[src/rtl/kss_pkg.sv]
// Package for the keyboard-side sync sender: codes, reset values and word types.
package kss_pkg;

   // Default ring depth.
   localparam int STORE_DEPTH = 16;

   localparam int CODE_W  = 8;
   localparam int LOW_W   = 12;
   localparam int TICKS_W = 8;
   localparam int CSR_IDX_W  = 3;
   localparam int CSR_DATA_W = 12;

   // Reset values of the control registers.
   localparam logic [CODE_W-1:0]  INIT_CODE_RST   = 8'h80;
   localparam logic [CODE_W-1:0]  LAYOUT_CODE_RST = 8'h00;
   localparam logic [LOW_W-1:0]   SYNC_MAX_RST    = 12'd128;
   localparam logic [TICKS_W-1:0] LEAD_RST        = 8'd10;
   localparam logic [TICKS_W-1:0] START_RST       = 8'd15;
   localparam logic [TICKS_W-1:0] SHORT_RST       = 8'd15;
   localparam logic [TICKS_W-1:0] LONG_RST        = 8'd30;
   localparam logic [TICKS_W-1:0] STOP_RST        = 8'd15;

   // Register indexes on the CSR port.
   localparam logic [CSR_IDX_W-1:0] CSR_INIT_CODE   = 3'd0;
   localparam logic [CSR_IDX_W-1:0] CSR_LAYOUT_CODE = 3'd1;
   localparam logic [CSR_IDX_W-1:0] CSR_SYNC_MAX    = 3'd2;
   localparam logic [CSR_IDX_W-1:0] CSR_LEAD        = 3'd3;
   localparam logic [CSR_IDX_W-1:0] CSR_START       = 3'd4;
   localparam logic [CSR_IDX_W-1:0] CSR_SHORT       = 3'd5;
   localparam logic [CSR_IDX_W-1:0] CSR_LONG        = 3'd6;
   localparam logic [CSR_IDX_W-1:0] CSR_STOP        = 3'd7;

   // Command codes of an input word.
   localparam logic [1:0] CMD_TICK    = 2'd0;
   localparam logic [1:0] CMD_ENQUEUE = 2'd1;
   localparam logic [1:0] CMD_RESTART = 2'd2;

   // Index of data bit 7 in send order (fourth bit sent).
   localparam logic [2:0] LONG_BIT_SLOT = 3'd3;
   localparam logic [2:0] LAST_BIT_SLOT = 3'd7;

   typedef enum logic [2:0] {
      PH_IDLE  = 3'd0,
      PH_LOW   = 3'd1,
      PH_LEAD  = 3'd2,
      PH_START = 3'd3,
      PH_DATA  = 3'd4,
      PH_STOP  = 3'd5
   } phase_type;

   typedef struct packed {
      logic [1:0]        command;
      logic [CODE_W-1:0] key_code;
      logic              line_level;
   } req_word_type;

   typedef struct packed {
      logic line_drive_enable;
      logic line_drive_value;
      logic sending;
      logic dropped;
   } rsp_word_type;

endpackage

[src/rtl/keyboard_side_sync_sender.sv]
// Keyboard-side sync sender: key-code ring, low-pulse timer and bit sender.
//
// Each accepted request word is a one-microsecond tick carrying the sampled
// line level, an enqueue of a key code, or a restart, and yields exactly one
// response word describing the line drive from then on. The block takes one
// word per clock while req_stall is low: the state update is a single pass of
// short logic from the state registers into a response register, with a
// one-word skid register so a word is still taken while a finished response
// waits. req_stall rises only when both the response and skid registers are
// full. With rsp_stall low, a response is valid in the next cycle. Codes wait
// in a ring of STORE_DEPTH entries (STORE_DEPTH-1 usable); slots 0 and 1 sit
// in flops so a buffer reset reloads the init and layout codes, the rest sit
// in a RAM with registered reads fetched on the pop. No clearing pass is needed
// after reset. Configure the timing registers only while the block is idle.
module keyboard_side_sync_sender #(
   parameter int STORE_DEPTH = kss_pkg::STORE_DEPTH
) (
   input  logic                               clock,
   input  logic                               reset,
   // request channel
   input  logic                               req_valid,
   output logic                               req_stall,
   input  kss_pkg::req_word_type              req_data,
   // response channel
   output logic                               rsp_valid,
   input  logic                               rsp_stall,
   output kss_pkg::rsp_word_type              rsp_data,
   // configuration writes
   input  logic                               csr_wr_en,
   input  logic [kss_pkg::CSR_IDX_W-1:0]      csr_index,
   input  logic [kss_pkg::CSR_DATA_W-1:0]     csr_data
);

   localparam int PTR_W = $clog2(STORE_DEPTH);
   localparam logic [PTR_W-1:0] PTR_LAST  = PTR_W'(STORE_DEPTH - 1);
   localparam logic [PTR_W-1:0] PTR_ZERO  = '0;
   localparam logic [PTR_W-1:0] PTR_ONE   = PTR_W'(1);
   localparam logic [PTR_W-1:0] PTR_WRRST = PTR_W'(2);

   // ---------------------------------------------------------------------
   // Configuration registers
   // ---------------------------------------------------------------------
   logic [kss_pkg::CODE_W-1:0]  init_code_ff, layout_code_ff;
   logic [kss_pkg::LOW_W-1:0]   sync_max_ff;
   logic [kss_pkg::TICKS_W-1:0] lead_ff, start_ff, short_ff, long_ff, stop_ff;

   // ---------------------------------------------------------------------
   // Sender state
   // ---------------------------------------------------------------------
   kss_pkg::phase_type          phase_ff, phase_in;
   logic [kss_pkg::LOW_W-1:0]   low_cnt_ff, low_cnt_in;
   logic [kss_pkg::TICKS_W-1:0] ph_cnt_ff, ph_cnt_in;
   logic [2:0]                  bit_idx_ff, bit_idx_in;
   logic [PTR_W-1:0]            rd_ptr_ff, rd_ptr_in;
   logic [PTR_W-1:0]            wr_ptr_ff, wr_ptr_in;

   // Ring slots 0 and 1 in flops, the rest in RAM.
   logic [kss_pkg::CODE_W-1:0]  slot0_ff, slot1_ff;
   logic [kss_pkg::CODE_W-1:0]  code_mem [STORE_DEPTH];
   logic [kss_pkg::CODE_W-1:0]  mem_rd_ff;
   logic [kss_pkg::CODE_W-1:0]  slot_code_ff;
   logic                        src_mem_ff;
   logic [kss_pkg::CODE_W-1:0]  shift_code;

   // Per-word control decoded by the next-state logic.
   logic                        do_pop;
   logic                        do_buf_reset;
   logic                        do_enqueue;
   logic                        ring_full;
   logic [PTR_W-1:0]            wr_ptr_next;

   // Handshake and response buffering.
   logic                        req_take;
   logic                        rsp_take;
   logic                        rsp_valid_ff, skid_valid_ff;
   kss_pkg::rsp_word_type       rsp_data_ff, skid_data_ff, rsp_word;

   assign req_stall = skid_valid_ff;
   assign req_take  = req_valid && !skid_valid_ff;
   assign rsp_take  = rsp_valid_ff && !rsp_stall;
   assign rsp_valid = rsp_valid_ff;
   assign rsp_data  = rsp_data_ff;

   // Code being sent: snapshot taken at the pop.
   assign shift_code = src_mem_ff ? mem_rd_ff : slot_code_ff;

   assign wr_ptr_next = (wr_ptr_ff == PTR_LAST) ? PTR_ZERO : wr_ptr_ff + PTR_ONE;
   assign ring_full   = (wr_ptr_next == rd_ptr_ff);

   // Length of a timed phase; zero counts as one tick.
   function automatic logic [kss_pkg::TICKS_W-1:0] fix_len(
      input logic [kss_pkg::TICKS_W-1:0] len
   );
      return (len == '0) ? kss_pkg::TICKS_W'(1) : len;
   endfunction

   // ---------------------------------------------------------------------
   // Next state
   // ---------------------------------------------------------------------
   always_comb begin
      phase_in     = phase_ff;
      low_cnt_in   = low_cnt_ff;
      ph_cnt_in    = ph_cnt_ff;
      bit_idx_in   = bit_idx_ff;
      rd_ptr_in    = rd_ptr_ff;
      wr_ptr_in    = wr_ptr_ff;
      do_pop       = 1'b0;
      do_buf_reset = 1'b0;
      do_enqueue   = 1'b0;

      unique case (req_data.command)
         kss_pkg::CMD_TICK: begin
            unique case (phase_ff)
               kss_pkg::PH_IDLE: begin
                  if (!req_data.line_level) begin
                     low_cnt_in = kss_pkg::LOW_W'(1);
                     phase_in   = kss_pkg::PH_LOW;
                  end
               end
               kss_pkg::PH_LOW: begin
                  if (!req_data.line_level) begin
                     // saturate the pulse timer
                     if (low_cnt_ff != '1) begin
                        low_cnt_in = low_cnt_ff + kss_pkg::LOW_W'(1);
                     end
                  end else begin
                     low_cnt_in = '0;
                     phase_in   = kss_pkg::PH_IDLE;
                     if (low_cnt_ff > sync_max_ff) begin
                        do_buf_reset = 1'b1;
                        rd_ptr_in    = PTR_ZERO;
                        wr_ptr_in    = PTR_WRRST;
                     end else if (rd_ptr_ff != wr_ptr_ff) begin
                        do_pop    = 1'b1;
                        rd_ptr_in = (rd_ptr_ff == PTR_LAST) ? PTR_ZERO : rd_ptr_ff + PTR_ONE;
                        if (lead_ff == '0) begin
                           phase_in  = kss_pkg::PH_START;
                           ph_cnt_in = fix_len(start_ff);
                        end else begin
                           phase_in  = kss_pkg::PH_LEAD;
                           ph_cnt_in = lead_ff;
                        end
                     end
                  end
               end
               default: begin
                  // timed phases: count down, advance on expiry
                  if (ph_cnt_ff > 1) begin
                     ph_cnt_in = ph_cnt_ff - kss_pkg::TICKS_W'(1);
                  end else begin
                     unique case (phase_ff)
                        kss_pkg::PH_LEAD: begin
                           phase_in  = kss_pkg::PH_START;
                           ph_cnt_in = fix_len(start_ff);
                        end
                        kss_pkg::PH_START: begin
                           phase_in   = kss_pkg::PH_DATA;
                           bit_idx_in = '0;
                           ph_cnt_in  = fix_len(short_ff);
                        end
                        kss_pkg::PH_DATA: begin
                           if (bit_idx_ff == kss_pkg::LAST_BIT_SLOT) begin
                              phase_in   = kss_pkg::PH_STOP;
                              bit_idx_in = '0;
                              ph_cnt_in  = fix_len(stop_ff);
                           end else begin
                              bit_idx_in = bit_idx_ff + 3'd1;
                              ph_cnt_in  = fix_len((bit_idx_in == kss_pkg::LONG_BIT_SLOT) ?
                                                   long_ff : short_ff);
                           end
                        end
                        default: begin
                           phase_in  = kss_pkg::PH_IDLE;
                           ph_cnt_in = '0;
                        end
                     endcase
                  end
               end
            endcase
         end
         kss_pkg::CMD_ENQUEUE: begin
            if (!ring_full) begin
               do_enqueue = 1'b1;
               wr_ptr_in  = wr_ptr_next;
            end
         end
         kss_pkg::CMD_RESTART: begin
            do_buf_reset = 1'b1;
            rd_ptr_in    = PTR_ZERO;
            wr_ptr_in    = PTR_WRRST;
            phase_in     = kss_pkg::PH_IDLE;
            low_cnt_in   = '0;
            ph_cnt_in    = '0;
            bit_idx_in   = '0;
         end
         default: begin
            // unused command: hold everything
         end
      endcase
   end

   // ---------------------------------------------------------------------
   // Response word, from the state after this word
   // ---------------------------------------------------------------------
   always_comb begin
      rsp_word = '0;
      unique case (phase_in)
         kss_pkg::PH_START: begin
            rsp_word.line_drive_enable = 1'b1;
            rsp_word.sending           = 1'b1;
         end
         kss_pkg::PH_DATA: begin
            // send order 4,5,6,7,0,1,2,3; drive low for a one
            rsp_word.line_drive_enable = 1'b1;
            rsp_word.line_drive_value  = !shift_code[{~bit_idx_in[2], bit_idx_in[1:0]}];
            rsp_word.sending           = 1'b1;
         end
         kss_pkg::PH_LEAD, kss_pkg::PH_STOP: begin
            rsp_word.sending = 1'b1;
         end
         default: begin
         end
      endcase
      rsp_word.dropped = (req_data.command == kss_pkg::CMD_ENQUEUE) && ring_full;
   end

   // ---------------------------------------------------------------------
   // Control registers
   // ---------------------------------------------------------------------
   always_ff @(posedge clock) begin
      if (reset) begin
         init_code_ff   <= kss_pkg::INIT_CODE_RST;
         layout_code_ff <= kss_pkg::LAYOUT_CODE_RST;
         sync_max_ff    <= kss_pkg::SYNC_MAX_RST;
         lead_ff        <= kss_pkg::LEAD_RST;
         start_ff       <= kss_pkg::START_RST;
         short_ff       <= kss_pkg::SHORT_RST;
         long_ff        <= kss_pkg::LONG_RST;
         stop_ff        <= kss_pkg::STOP_RST;
         phase_ff       <= kss_pkg::PH_IDLE;
         low_cnt_ff     <= '0;
         ph_cnt_ff      <= '0;
         bit_idx_ff     <= '0;
         rd_ptr_ff      <= PTR_ZERO;
         wr_ptr_ff      <= PTR_WRRST;
         slot0_ff       <= kss_pkg::INIT_CODE_RST;
         slot1_ff       <= kss_pkg::LAYOUT_CODE_RST;
         src_mem_ff     <= 1'b0;
         slot_code_ff   <= '0;
         rsp_valid_ff   <= 1'b0;
         skid_valid_ff  <= 1'b0;
      end else begin
         if (csr_wr_en) begin
            unique case (csr_index)
               kss_pkg::CSR_INIT_CODE:   init_code_ff   <= csr_data[kss_pkg::CODE_W-1:0];
               kss_pkg::CSR_LAYOUT_CODE: layout_code_ff <= csr_data[kss_pkg::CODE_W-1:0];
               kss_pkg::CSR_SYNC_MAX:    sync_max_ff    <= csr_data[kss_pkg::LOW_W-1:0];
               kss_pkg::CSR_LEAD:        lead_ff        <= csr_data[kss_pkg::TICKS_W-1:0];
               kss_pkg::CSR_START:       start_ff       <= csr_data[kss_pkg::TICKS_W-1:0];
               kss_pkg::CSR_SHORT:       short_ff       <= csr_data[kss_pkg::TICKS_W-1:0];
               kss_pkg::CSR_LONG:        long_ff        <= csr_data[kss_pkg::TICKS_W-1:0];
               kss_pkg::CSR_STOP:        stop_ff        <= csr_data[kss_pkg::TICKS_W-1:0];
               default: begin
               end
            endcase
         end

         if (req_take) begin
            phase_ff   <= phase_in;
            low_cnt_ff <= low_cnt_in;
            ph_cnt_ff  <= ph_cnt_in;
            bit_idx_ff <= bit_idx_in;
            rd_ptr_ff  <= rd_ptr_in;
            wr_ptr_ff  <= wr_ptr_in;

            // reload the two head slots on a buffer reset
            if (do_buf_reset) begin
               slot0_ff <= init_code_ff;
               slot1_ff <= layout_code_ff;
            end else if (do_enqueue && wr_ptr_ff == PTR_ZERO) begin
               slot0_ff <= req_data.key_code;
            end else if (do_enqueue && wr_ptr_ff == PTR_ONE) begin
               slot1_ff <= req_data.key_code;
            end

            // snapshot the popped code's source
            if (do_pop) begin
               src_mem_ff   <= (rd_ptr_ff > PTR_ONE);
               slot_code_ff <= (rd_ptr_ff == PTR_ONE) ? slot1_ff : slot0_ff;
            end
         end

         // response register and skid: drain in order
         if (!rsp_valid_ff || rsp_take) begin
            rsp_valid_ff  <= skid_valid_ff || req_take;
            skid_valid_ff <= 1'b0;
         end else if (req_take) begin
            skid_valid_ff <= 1'b1;
         end
      end
   end

   // ---------------------------------------------------------------------
   // Ring RAM: one write port, one registered read port
   // ---------------------------------------------------------------------
   always_ff @(posedge clock) begin
      if (req_take && do_enqueue && wr_ptr_ff > PTR_ONE) begin
         code_mem[wr_ptr_ff] <= req_data.key_code;
      end
      if (req_take && do_pop) begin
         mem_rd_ff <= code_mem[rd_ptr_ff];
      end
   end

   // Response payloads
   always_ff @(posedge clock) begin
      if (!rsp_valid_ff || rsp_take) begin
         rsp_data_ff <= skid_valid_ff ? skid_data_ff : rsp_word;
      end else if (req_take) begin
         skid_data_ff <= rsp_word;
      end
   end

endmodule

[config.mk]
export PLATFORM = sky130hd
export DESIGN_NAME = keyboard_side_sync_sender
export DESIGN_NICKNAME = d
export VERILOG_FILES = /design/src/rtl/kss_pkg.sv /design/src/rtl/keyboard_side_sync_sender.sv
export SDC_FILE = /design/constraint.sdc
export NUM_CORES = 1
export LEC_CHECK = 0
export ABC_AREA = 0
export BUFFER_PORTS_ARGS = -buffer_cell sky130_fd_sc_hd__buf_2
export CAP_MARGIN = 20
export CORE_MARGIN = 2
export CORE_UTILIZATION = 40
export DETAILED_ROUTE_END_ITERATION = 12
export SLEW_MARGIN = 25
export SYNTH_ARGS = -nofsm -noshare
export SYNTH_HDL_FRONTEND = slang
export SYNTH_SLANG_ARGS = --single-unit
[constraint.sdc]
create_clock -name clock -period 2.92 [get_ports clock]
set_input_delay 0.146 -clock clock [delete_from_list [all_inputs] [get_ports clock]]
set_output_delay 0.146 -clock clock [all_outputs]
set_load 0.02 [all_outputs]
Word-level counts from Yosys, hierarchy flattened
Memory sizes are Yosys's and may differ from the RTL's. A register that Yosys moved wholly into a read port is not among the register bits.
Cells that the tools add are included.
{ "word_totals": {"register_bits": 137, "ram_bits": 128, "inputBits": 31, "memories": 1} }
{ "classes": {"addsub": 5, "magnitude_cmp": 5, "n_eq_ne": 39, "muxes": 72, "n_bitwise": 2, "n_reduce_logical": 47} }
{ "mem_list": {"columns": ["memory", "depth", "width", "rd", "rd_ports_with_merged_regs", "write_ports", "line_no", "text"], "rows": [
  ["code_mem", 16, 8, 1, 1, 1, "keyboard_side_sync_sender.sv:59", "logic [kss_pkg::CODE_W-1:0] code_mem [STORE_DEPTH];"]
]} }
{ "ops": {"columns": ["op", "count"], "rows": [
  ["8-bit two-way mux", 18],
  ["12-bit one-hot mux with 2 select lines", 2],
  ["4-bit two-way mux", 11],
  ["8-bit logical NOT", 5],
  ["12-bit two-way mux", 3],
  ["8-bit one-hot mux with 2 select lines", 2],
  ["3-bit equality test, second input constant", 8],
  ["3-bit one-hot mux with 2 select lines", 4],
  ["8-bit one-hot mux with 3 select lines", 1],
  ["2-bit AND reduction", 11],
  ["3-bit by 2-bit equality test with 1-bit output, second input constant", 7],
  ["3-bit two-way mux", 7],
  ["3-bit != test, second input constant", 6],
  ["1-bit two-way mux", 17],
  ["12-bit by 1-bit adder with 12-bit output, second input constant", 1],
  ["12-bit > comparator", 1],
  ["12-bit != test, second input constant", 1],
  ["2-bit != test, second input constant", 6],
  ["4-bit one-hot mux with 3 select lines", 1],
  ["6-bit AND reduction", 2],
  ["5-bit AND reduction", 2],
  ["3-bit one-hot mux with 3 select lines", 1],
  ["4-bit by 1-bit adder with 4-bit output, second input constant", 2],
  ["4-bit by 1-bit equality test with 1-bit output, second input constant", 2],
  ["other kinds (28)", 49]
]} }

Depth between registers and ports, before layout
{ "logic_depth": {"word_depth": 12, "ltp_mapped": 12, "depth_no_buf": 10} }

Worst setup path after synthesis
OpenSTA, ideal clock, no wires.
{ "synth_timing": {"kind": "flip-flop to flip-flop", "startpoint": "register low_cnt_ff[5] (netlist bit)", "endpoint": "register mem_rd_ff[0] (netlist bit) (read register of code_mem), enable pin", "setup_time_ps": 327, "t_arrival_ps": 2387, "path_slack_ps": 206, "path_stages_with_launch": 9, "synth_period_minus_slack_ps": 2714, "cell_sequence": "dfxtp_1 -> ha_1 -> a21o_1 -> nand3_1 -> a21oi_1 -> o41ai_4 -> nand2_1 -> nor4_4 -> buf_2"} }
{ "synth_via": {"elab_chain_cells": 6} }
{ "synth_lines": {"columns": ["element", "line_no", "text"], "rows": [
  ["start: declaration", "keyboard_side_sync_sender.sv:51", "logic [kss_pkg::LOW_W-1:0] low_cnt_ff, low_cnt_in;"],
  ["start signal: assignment", "keyboard_side_sync_sender.sv:270", "low_cnt_ff <= low_cnt_in;"],
  ["12-bit > comparator", "keyboard_side_sync_sender.sv:129", "if (low_cnt_ff > sync_max_ff) begin"],
  ["1-bit two-way mux", "keyboard_side_sync_sender.sv:129", null],
  ["1-bit two-way mux", "keyboard_side_sync_sender.sv:121", "if (!req_data.line_level) begin"],
  ["1-bit two-way mux", "keyboard_side_sync_sender.sv:113", "unique case (phase_ff)"],
  ["1-bit two-way mux", "keyboard_side_sync_sender.sv:111", "unique case (req_data.command)"],
  ["1-bit logical AND", "keyboard_side_sync_sender.sv:310", "if (req_take && do_pop) begin"],
  ["end: declaration", "keyboard_side_sync_sender.sv:60", "logic [kss_pkg::CODE_W-1:0] mem_rd_ff;"]
]} }
No other way between the ends.
A chain may end at the register's enable or synchronous reset.

Worst setup path after layout
{ "layout_timing": {"startpoint": "register ph_cnt_ff[0] (netlist bit)", "endpoint": "register rsp_data_ff, in the netlist rsp_data[2], data pin"} }
{ "layout_via": {"elab_chain_cells": 10} }
{ "layout_lines": {"columns": ["element", "line_no", "text"], "rows": [
  ["start: declaration", "keyboard_side_sync_sender.sv:52", "logic [kss_pkg::TICKS_W-1:0] ph_cnt_ff, ph_cnt_in;"],
  ["start signal: assignment", "keyboard_side_sync_sender.sv:271", "ph_cnt_ff <= ph_cnt_in;"],
  ["8-bit by 1-bit > comparator with 1-bit output (*)", "keyboard_side_sync_sender.sv:148", "if (ph_cnt_ff > 1) begin"],
  ["3-bit two-way mux", "keyboard_side_sync_sender.sv:148", null],
  ["3-bit two-way mux", "keyboard_side_sync_sender.sv:113", null],
  ["3-bit one-hot mux with 2 select lines", "keyboard_side_sync_sender.sv:111", null],
  ["1-bit NOT", "keyboard_side_sync_sender.sv:215", "rsp_word.line_drive_value = !shift_code[{~bit_idx_in[2], bit_idx_in[1:0]}];"],
  ["1-bit binary-select mux with 3-bit select", "keyboard_side_sync_sender.sv:215", null],
  ["1-bit two-way mux (not written as such)", "keyboard_side_sync_sender.sv:215", null],
  ["1-bit logical NOT", "keyboard_side_sync_sender.sv:215", null],
  ["1-bit two-way mux (*)", "keyboard_side_sync_sender.sv:207", "unique case (phase_in)"],
  ["4-bit two-way mux (*)", "keyboard_side_sync_sender.sv:318", "rsp_data_ff <= skid_valid_ff ? skid_data_ff : rsp_word;"],
  ["end signal: assignment", "keyboard_side_sync_sender.sv:318", null],
  ["end: declaration", "keyboard_side_sync_sender.sv:76", "kss_pkg::rsp_word_type rsp_data_ff, skid_data_ff, rsp_word;"]
]} }
Mark *: on every way between the ends. The rest lies on a longest branch, timed or not. The select of a mux whose other input is x is not followed.

==> results.txt <==
Crit Path Max Fanout = 9
Setup crit end kind = flip-flop
Hold Path Class = in2reg
Hold Fails Final Rpt = 0
Synth cell types = 79
Vias/cell = 5.46
CTS Sinks = 273
IO buf count = 36
status = complete, no violations
Overflow after GRT = 0
clk root buf = clkbuf_16
slew margin rel. = 34.5%
asr flop ratio synth = 0%
Crit Path Category = reg2reg
Switching Fraction = 23.2%
combinational share of power = 7.9%
Num CTS Buffers = 30
TritonCTS clock tree = yes
leakage = 0.00515 uW
power per cell area = 586 nW/um2
initial drt markers = 763
Starting Density = 40.8%
Reg2Reg Setup Slack = 140 ps
Ys Warns = 0
Post-DP HPWL = 20,100 um
main flop type after synthesis = edfxtp_1
Worst-Skew Late Latency = 560 ps
Post-Synthesis Cells = 1,082
CP delay by family, top = simple AND/OR/NAND/NOR gates
Placed Cells = 1,509
RSZ-0062 raised after global routing = no
required time worst endpoint = 3270 ps
Max Fclk = 0.360 GHz
Post-Route WL = 30,200 um
io pins = 37
share of layout cells above drive strength 1 = 18.4%
Crit path arrival time = 3130 ps
cell row count = 64
Psw = 1980 uW
synthesized cell area = 12,500 um2
die area = 32,700 um2
CORE AREA = 30,700 um2
critical-path cell with the highest stage delay = dfxtp_1
clk_skew = 15.4 ps
WP buf/inv = 1
Tightest Pin Transition = 981 ps
nets@finish = 1,222
first-pass GRT wire length = 48,200 um
CP peak stage delay = 390 ps
CTS Buffer Depth = 3
Final Max Tran Viols = 0
clock power share = 43.6%
Clock transition at path regs = 60 ps
endpoints failing setup = 0
htree depth = 1
worst r2r src = ph_cnt_ff[0]
number of synthesized flops with an enable pin = 144
largest net degree at the start of global routing = 49
Die Span Y = 181 um
gr usage total = 18.5%
Max Cap Viol = 0
fin crit period = 2780 ps
WL per Instance = 19.1 um
chip width = 181 um
Post-DRT Antenna Nets = 0
1st-pass router iterations = 5
via count = 8,634
RD Place Congestion = 0.872
initial antenna violation count = 1
number of global-route vias before repair = 8,467
Startpoint Class = flip-flop
maximum vdd drop = 489 uV
post-synthesis register bit count = 273
fin crit share = 95.2%
fin util = 47.5%
non-filler cells, final = 1,582
CP Cell Sequence = inv_1 > ha_1 > or2_1 > nand3_2 > nand3_1 > nand3_4 > mux2_4 > o311ai_2 > a211oi_1 > o31ai_2
Layout Area Growth over Synthesis = 16.5%
Fin Setup TNS = 0 ps
register area share after synthesis = 55.2%
total internal power = 6560 uW
Seq pwr share = 48.5%
hold_sp = req_data[7]
drt drc = 0
Ant. Diodes = 0
critical path launch point = ph_cnt_ff[0]
mean area per synthesized cell = 11.6 um2
[power groups by stage]
stage                     Clock, uW  Combinational, uW  Sequential (uW)
after global placement            0                628             4230
after CTS                      3800                652             4140
final                          3720                674             4150
after global routing           3970                742             4150
after floorplan                   0                423             4220
after detailed placement          0                633             4230
[Yosys cell counts (6+ instances only)]
cell type    n  area, um2
nand3_1     27        135
dfxtp_1    129       2580
inv_1       31        116
o21ai_0     23        115
xor2_1      10       87.6
buf_1        7       26.3
mux2i_1     63        631
nand2_1    136        510
mux4_2      40        901
a21oi_1     76        380
xnor2_1      8       70.1
nor2b_1      9       56.3
nand4_1     12       75.1
nand2b_1     9       56.3
clkbuf_1    42        158
ha_1        29        363
buf_2       12       60.1
mux2_2      19        214
or3_1        6       37.5
nor2_1     103        387
edfxtp_1   144       4320
a211oi_1    25        188
nor3_1      14       70.1
[worst paths after layout]
| check | endpoint | cells past startpoint |
|---|---|---|
| min reg2reg | sync_max_ff[5] | 2 |
| min | code_mem[5][6] | 1 |
| max reg2reg | rsp_data[2] | 10 |
| max | rsp_data[2] | 10 |
[per-layer routing]
| metal | part of all wire, % | global-route usage (%) | up-vias |
|---|---|---|---|
| li1 | - | - | 4135 |
| met1 | 48 | 27.3 | 4237 |
| met2 | 45 | 29.1 | 219 |
| met3 | 5.4 | 2.48 | 43 |
| met4 | 1.7 | 4.19 | 0 |
| met5 | 0 | 0 | - |
[worst reg2reg max path, cell delays in order, from the launching register on]
cell	delay, ps
dfxtp_1	390
inv_1	90
ha_1	240
or2_1	320
nand3_2	190
nand3_1	160
nand3_4	200
mux2_4	320
o311ai_2	220
a211oi_1	130
o31ai_2	310
[state kept, by name (all words and copies together) (netlist names), 8 cells and up]
name / count
start_ff: 8
code_mem: 128
mem_rd_ff: 8
slot_code_ff: 8
init_code_ff: 8
slot0_ff: 8
low_cnt_ff: 12
long_ff: 8
slot1_ff: 8
ph_cnt_ff: 8
short_ff: 8
stop_ff: 8
sync_max_ff: 12
layout_code_ff: 8
lead_ff: 8
[final cells by class]
type | count | area (um2)
clock buffer | 39 | 806
sequential | 273 | 6910
inverter | 31 | 116
tap | 396 | 495
multi-input combinational | 723 | 5310
timing repair buffer | 103 | 773
fill | 2743 | 16100
clock inverter | 17 | 164
[cells in the final DEF, fill, tap and decap left out, types with 10 or more instances in the layout]
master	instances
edfxtp_1	144
nand2_1	136
dfxtp_1	127
nor2_1	103
a21oi_1	75
mux2i_1	63
buf_4	49
mux4_2	40
buf_2	35
inv_1	31
clkbuf_16	31
ha_1	28
nand3_1	26
a211oi_1	25
o21ai_0	23
mux2_2	19
dlygate4sd3_1	15
nor3_1	13
nand4_1	12
xor2_1	10
[repair_timing]
item                       in CTS  in global routing
buffers inserted                0                  2
hold endpoints to repair       78                  0
setup endpoints to repair       0                 43
resized for setup               0                 11
hold buffers                   15                  0
[metrics by stage]
stage                     total power, uW  worst slack (ps)  hold WS, ps  cell area, um2
after floorplan                      4640               206          245           12500
after global placement               4850              91.0          391           13400
after detailed placement             4860              70.5          397           13400
after CTS                            8590              30.4         2.38           14500
after global routing                 8860             0.384         9.02           14600
final                                8540               140         15.8           14600
[cells by family after synthesis]
| group | count (synthesis) | synth area share (%) |
|---|---|---|
| flops | 273 | 55.2 |
| simple gates | 360 | 13.5 |
| buf+inv | 93 | 2.94 |
| fa+ha+maj | 29 | 2.90 |
| other cells | 1 | 0.0300 |
| mux | 125 | 14.3 |
| xor+xnor | 18 | 1.26 |
| compound gates | 183 | 9.88 |
Note: power is estimated with default switching activity, not from simulation.
